**src/rtl/tea_pkg.sv**
```systemverilog
// Shared types and constants for the TEA block cipher pipeline.
`default_nettype none

package tea_pkg;

   localparam int ROUNDS = 32;
   localparam int STAGES = 2 * ROUNDS;

   localparam logic [31:0] DELTA = 32'h9e37_79b9;
   localparam logic [31:0] DEC_SUM_INIT = 32'(64'(DELTA) * ROUNDS);
   // sum left behind by the last cell: encrypt ends one delta past the last round
   localparam logic [31:0] ENC_SUM_FINAL = 32'(64'(DELTA) * (ROUNDS + 1));
   localparam logic [31:0] DEC_SUM_FINAL = 32'h0000_0000;

   localparam logic [1:0] CSR_KEY_ZERO  = 2'd0;
   localparam logic [1:0] CSR_KEY_ONE   = 2'd1;
   localparam logic [1:0] CSR_KEY_TWO   = 2'd2;
   localparam logic [1:0] CSR_KEY_THREE = 2'd3;

   localparam logic REQ_ENCRYPT = 1'b0;
   localparam logic REQ_DECRYPT = 1'b1;

   typedef struct packed {
      logic [31:0] k0;
      logic [31:0] k1;
      logic [31:0] k2;
      logic [31:0] k3;
   } key_type;

   typedef struct packed {
      logic        valid;
      logic        decrypt;
      logic [31:0] left;
      logic [31:0] right;
      logic [31:0] sum;
   } stage_type;

endpackage

`default_nettype wire

```
**src/rtl/tea_cell.sv**
```systemverilog
// One half-round cell of the TEA pipeline: updates one half of the word.
`default_nettype none

module tea_cell (
   input  wire logic                clock,
   input  wire logic                reset,
   input  wire logic                advance,
   input  wire logic                odd,
   input  wire tea_pkg::key_type    key,
   input  wire tea_pkg::stage_type  stage_i,
   output tea_pkg::stage_type       stage_o
);

   logic        valid_ff;
   logic        valid_in;
   logic        decrypt_ff;
   logic [31:0] left_ff;
   logic [31:0] right_ff;
   logic [31:0] sum_ff;
   logic [31:0] left_in;
   logic [31:0] right_in;
   logic [31:0] sum_in;

   logic        upd_left;
   logic [31:0] src;
   logic [31:0] dst;
   logic [31:0] ka;
   logic [31:0] kb;
   logic [31:0] mix;
   logic [31:0] dst_new;

   // encrypt updates left on even cells, decrypt on odd cells
   assign upd_left = odd ~^ stage_i.decrypt;

   always_comb begin
      src = upd_left ? stage_i.right : stage_i.left;
      dst = upd_left ? stage_i.left : stage_i.right;
      ka  = upd_left ? key.k0 : key.k2;
      kb  = upd_left ? key.k1 : key.k3;
      mix = ((src << 4) + ka) ^ (src + stage_i.sum) ^ ((src >> 5) + kb);
      dst_new = stage_i.decrypt ? (dst - mix) : (dst + mix);
      left_in  = upd_left ? dst_new : stage_i.left;
      right_in = upd_left ? stage_i.right : dst_new;
      // step the sum after the second half of each round
      sum_in = stage_i.sum;
      if (odd) begin
         sum_in = stage_i.decrypt ? (stage_i.sum - tea_pkg::DELTA)
                                  : (stage_i.sum + tea_pkg::DELTA);
      end
      valid_in = stage_i.valid;
   end

   always_ff @(posedge clock) begin
      if (reset) begin
         valid_ff <= 1'b0;
      end else if (advance) begin
         valid_ff <= valid_in;
      end
   end

   always_ff @(posedge clock) begin
      if (advance) begin
         decrypt_ff <= stage_i.decrypt;
         left_ff    <= left_in;
         right_ff   <= right_in;
         sum_ff     <= sum_in;
      end
   end

   assign stage_o.valid   = valid_ff;
   assign stage_o.decrypt = decrypt_ff;
   assign stage_o.left    = left_ff;
   assign stage_o.right   = right_ff;
   assign stage_o.sum     = sum_ff;

endmodule

`default_nettype wire
```
**config.mk**
```make
export PLATFORM = sky130hd
export DESIGN_NAME = tea_cell
export DESIGN_NICKNAME = d
export VERILOG_FILES = /design/src/rtl/tea_pkg.sv /design/src/rtl/tea_cell.sv
export SDC_FILE = /design/constraint.sdc
export NUM_CORES = 1
export LEC_CHECK = 0
export BUFFER_PORTS_ARGS = -buffer_cell sky130_fd_sc_hd__buf_2
export CAP_MARGIN = 20
export CORE_UTILIZATION = 25
export DETAILED_ROUTE_END_ITERATION = 8
export SETUP_SLACK_MARGIN = 0.05
export SLEW_MARGIN = 20
export SYNTH_ARGS = -nofsm -noshare
export SYNTH_HDL_FRONTEND = slang
export SYNTH_SLANG_ARGS = --single-unit
```
**constraint.sdc**
```tcl
create_clock -name clock -period 18.2 [get_ports clock]
set_input_delay 5.46 -clock clock [delete_from_list [all_inputs] [get_ports clock]]
set_output_delay 5.46 -clock clock [all_outputs]
set_load 0.1 [all_outputs]
```
==> results.py <==
metrics = {
    "placed_design": {
        "io_buffer_count": 327,
        "dpl-instance-area_mm2": 0.0160,
        "dpl.hpwl_mm": 42.9,
        "place_inst": 2724,
        "place_congestion": 0.902,
    },
    "min_path": {
        "hp-start": "valid_ff",
        "holdPathStages": 2,
        "worst_hold_path_type": "reg -> reg",
        "hold_end": "valid_ff",
    },
    "logic_synthesis": {
        "synthArstFlopShare": 0,
        "avgSynthCellArea_um2": 7.82,
        "synth_edf_count": 97,
        "ys_seq_elements": 98,
        "seq_area_frac_synth": 0.216,
        "yosysTopAreaCell": "edfxtp_1",
        "synthDistinctLibCells": 74,
        "synth_flop_cell": "edfxtp_1",
        "synthCells": 1737,
        "ys.warnings.count": 0,
        "synthTopCellsByArea": "edfxtp_1, ha_1, nand2_1",
        "netlist_area_mm2": 0.0136,
        "synth_top_area_frac": 0.214,
        "synth_nets": 2126,
    },
    "timing": {
        "whs_ns": 0.509,
        "fin_tns_setup_ns": 0,
        "max-slew-margin-rel": 0.477,
        "fin_crit_sh": 0.707,
        "finalClockSkew_ns": 0,
        "worst-slew-pin-transition_ns": 0.785,
        "slew_violations": 0,
        "final-setup-viol-count": 0,
        "post-route-min-period_ns": 12.86,
        "fmaxAchievable_ghz": 0.0777,
        "hold_viol": 0,
        "rsz0062_at_grt": "false",
    },
    "routing": {
        "post_drt_wl_per_cell_um": 18.8,
        "drt_iter0_drc": 750,
        "avgViaCountPerCell": 4.95,
        "drcViolationCount": 0,
        "vias": 13600,
        "routed_wl_mm": 51.7,
        "dr.pass1.iters": 5,
        "ant_nets": 0,
    },
    "final_layout": {
        "final_layout_size_suffix_gt1_frac": 0.193,
        "design.final.nets": 2428,
        "area_growth_syn_to_layout_pct": 20.0,
        "layout_common_cells": "nand2_1, buf_2, xnor2_1",
        "fillers": 5776,
        "stdcell_count": 2741,
        "design_area_mm2": 0.0163,
        "layout_commonest_cell": "nand2_1",
    },
    "clock_network": {
        "cts_hold_buffers": 0,
        "clockBufferDepth": 2,
        "clock_sinks": 98,
        "postCtsSetupBuffers": 0,
        "htree_num_levels": 3,
        "numCtsBuffers": 9,
        "clk_pin_slew_ns": 0.09,
        "clock_latency_ns": 0.40,
        "cts_tree": "built",
        "cts_resized": 0,
        "clockRootBuffer": "clkbuf_16",
    },
    "floorplanning": {
        "start_util": 0.253,
        "rows": 85,
        "coreArea_mm2": 0.0537,
        "die_y_um": 235,
        "boundaryPins": 328,
        "dieArea_mm2": 0.0553,
        "die_width_um": 235,
    },
    "setup_path": {
        "r2r-start": "valid_ff",
        "worstSetupStartpointType": "primary input",
        "r2r_cells": 2,
        "path_max_fanout": 44,
        "crit_path_max_incr_delay_ns": 0.67,
        "cp-end-kind": "register",
        "crit_type": "in -> reg",
        "arrival_ns": 13.10,
        "crit_path_top_delay_cell": "o31ai_1",
        "r2r_setup_slack_ns": 17.62,
        "r2r-end": "valid_ff",
        "worstPathRequired_ns": 18.43,
    },
    "grt": {
        "overflow": 0,
        "grt_max_degree": 77,
        "antenna_found_initial": 4,
        "grt_first_pass_wirelength_mm": 77.2,
        "grt_pass1_vias": 13100,
        "track_usage": 0.185,
    },
    "pwr": {
        "peakVddDrop_mv": 0.111,
        "power.leakage_nw": 7.70,
        "power_mw": 2.99,
        "power_density_mw_per_mm2": 183,
    },
    "status": {
        "status": "complete, no violations",
    },
    "job": {
        "cap_violations": 0,
    },
}
## power breakdown
group	switching, mW	leakage (nW)	internal (mW)
clock	0.107	0.147	0.108
combinational	1.62	6.60	0.747
sequential	0.0230	0.955	0.379
total	1.75	7.70	1.23
## cells by family after synthesis
family                   count (synthesis)  share of synthesized area
AO/OA/AOI/OAI                          465                      0.211
XOR/XNOR                               228                      0.160
adder cells (fa/ha/maj)                159                      0.149
buffers and inverters                   89                     0.0257
flip-flops                              98                      0.216
multiplexers                            33                     0.0261
AND/OR/NAND/NOR                        665                      0.212
## worst max-delay path by stage
| stage | start | end | slack (ns) | cells past startpoint |
|---|---|---|---|---|
| after floorplan | odd | left_ff[31] | 6.36 | 30 |
| after global placement | stage_i[96] | left_ff[31] | 5.07 | 28 |
| after detailed placement | stage_i[96] | left_ff[31] | 4.97 | 28 |
| after CTS | stage_i[96] | left_ff[31] | 5.40 | 28 |
| after global routing | stage_i[96] | left_ff[31] | 4.79 | 29 |
| final | stage_i[96] | left_ff[31] | 5.34 | 30 |
## per-stage QoR
step	util	worst slack [ns]
after CTS	0.304	5.40
after global placement	0.298	5.07
after floorplan	-	6.36
final	0.304	5.34
after detailed placement	0.298	4.97
after global routing	0.304	4.79
## metal layers
layer	wire length, um	global-route usage	share of wire	vias to the layer above
li1	-	-	-	6808
met1	22300	0.225	0.43	6295
met2	25500	0.326	0.49	391
met3	2450	0.0331	0.047	70
met4	1420	0.0630	0.028	6
met5	34	0	0.00066	-
## registers in the layout, summed over array words and instances (netlist names)
| signal | flops |
|---|---|
| sum_ff | 32 |
| decrypt_ff | 1 |
| left_ff | 32 |
| right_ff | 32 |
| valid_ff | 1 |
## critical path: cells and delay by family
family	cells	cell delay, ns
xor+xnor	5	1.38
simple gates	9	1.46
compound gates	10	3.02
buf+inv	3	0.87
fa+ha+maj	3	0.82
## final cells by class
class,instances,area (um2),area share
multi-input cells,1550,10300,0.633
flip-flops and latches,98,2930,0.180
repair buffers,338,1720,0.106
well taps,696,871,0.0534
clock buffers,9,225,0.0138
inverters,42,158,0.00967
clock inverters,7,77.6,0.00476
diodes,1,2.50,0.000153
## synth_stat cells, drive strengths merged, types with 37 or more instances
cell type  instances
o21ai            140
nand2            445
edfxtp            97
a21o              63
xor2              60
a21oi            135
nand3             37
ha               154
inv               41
clkbuf            41
nor2              67
xnor2            156
Power figures use the tool's default switching activity.
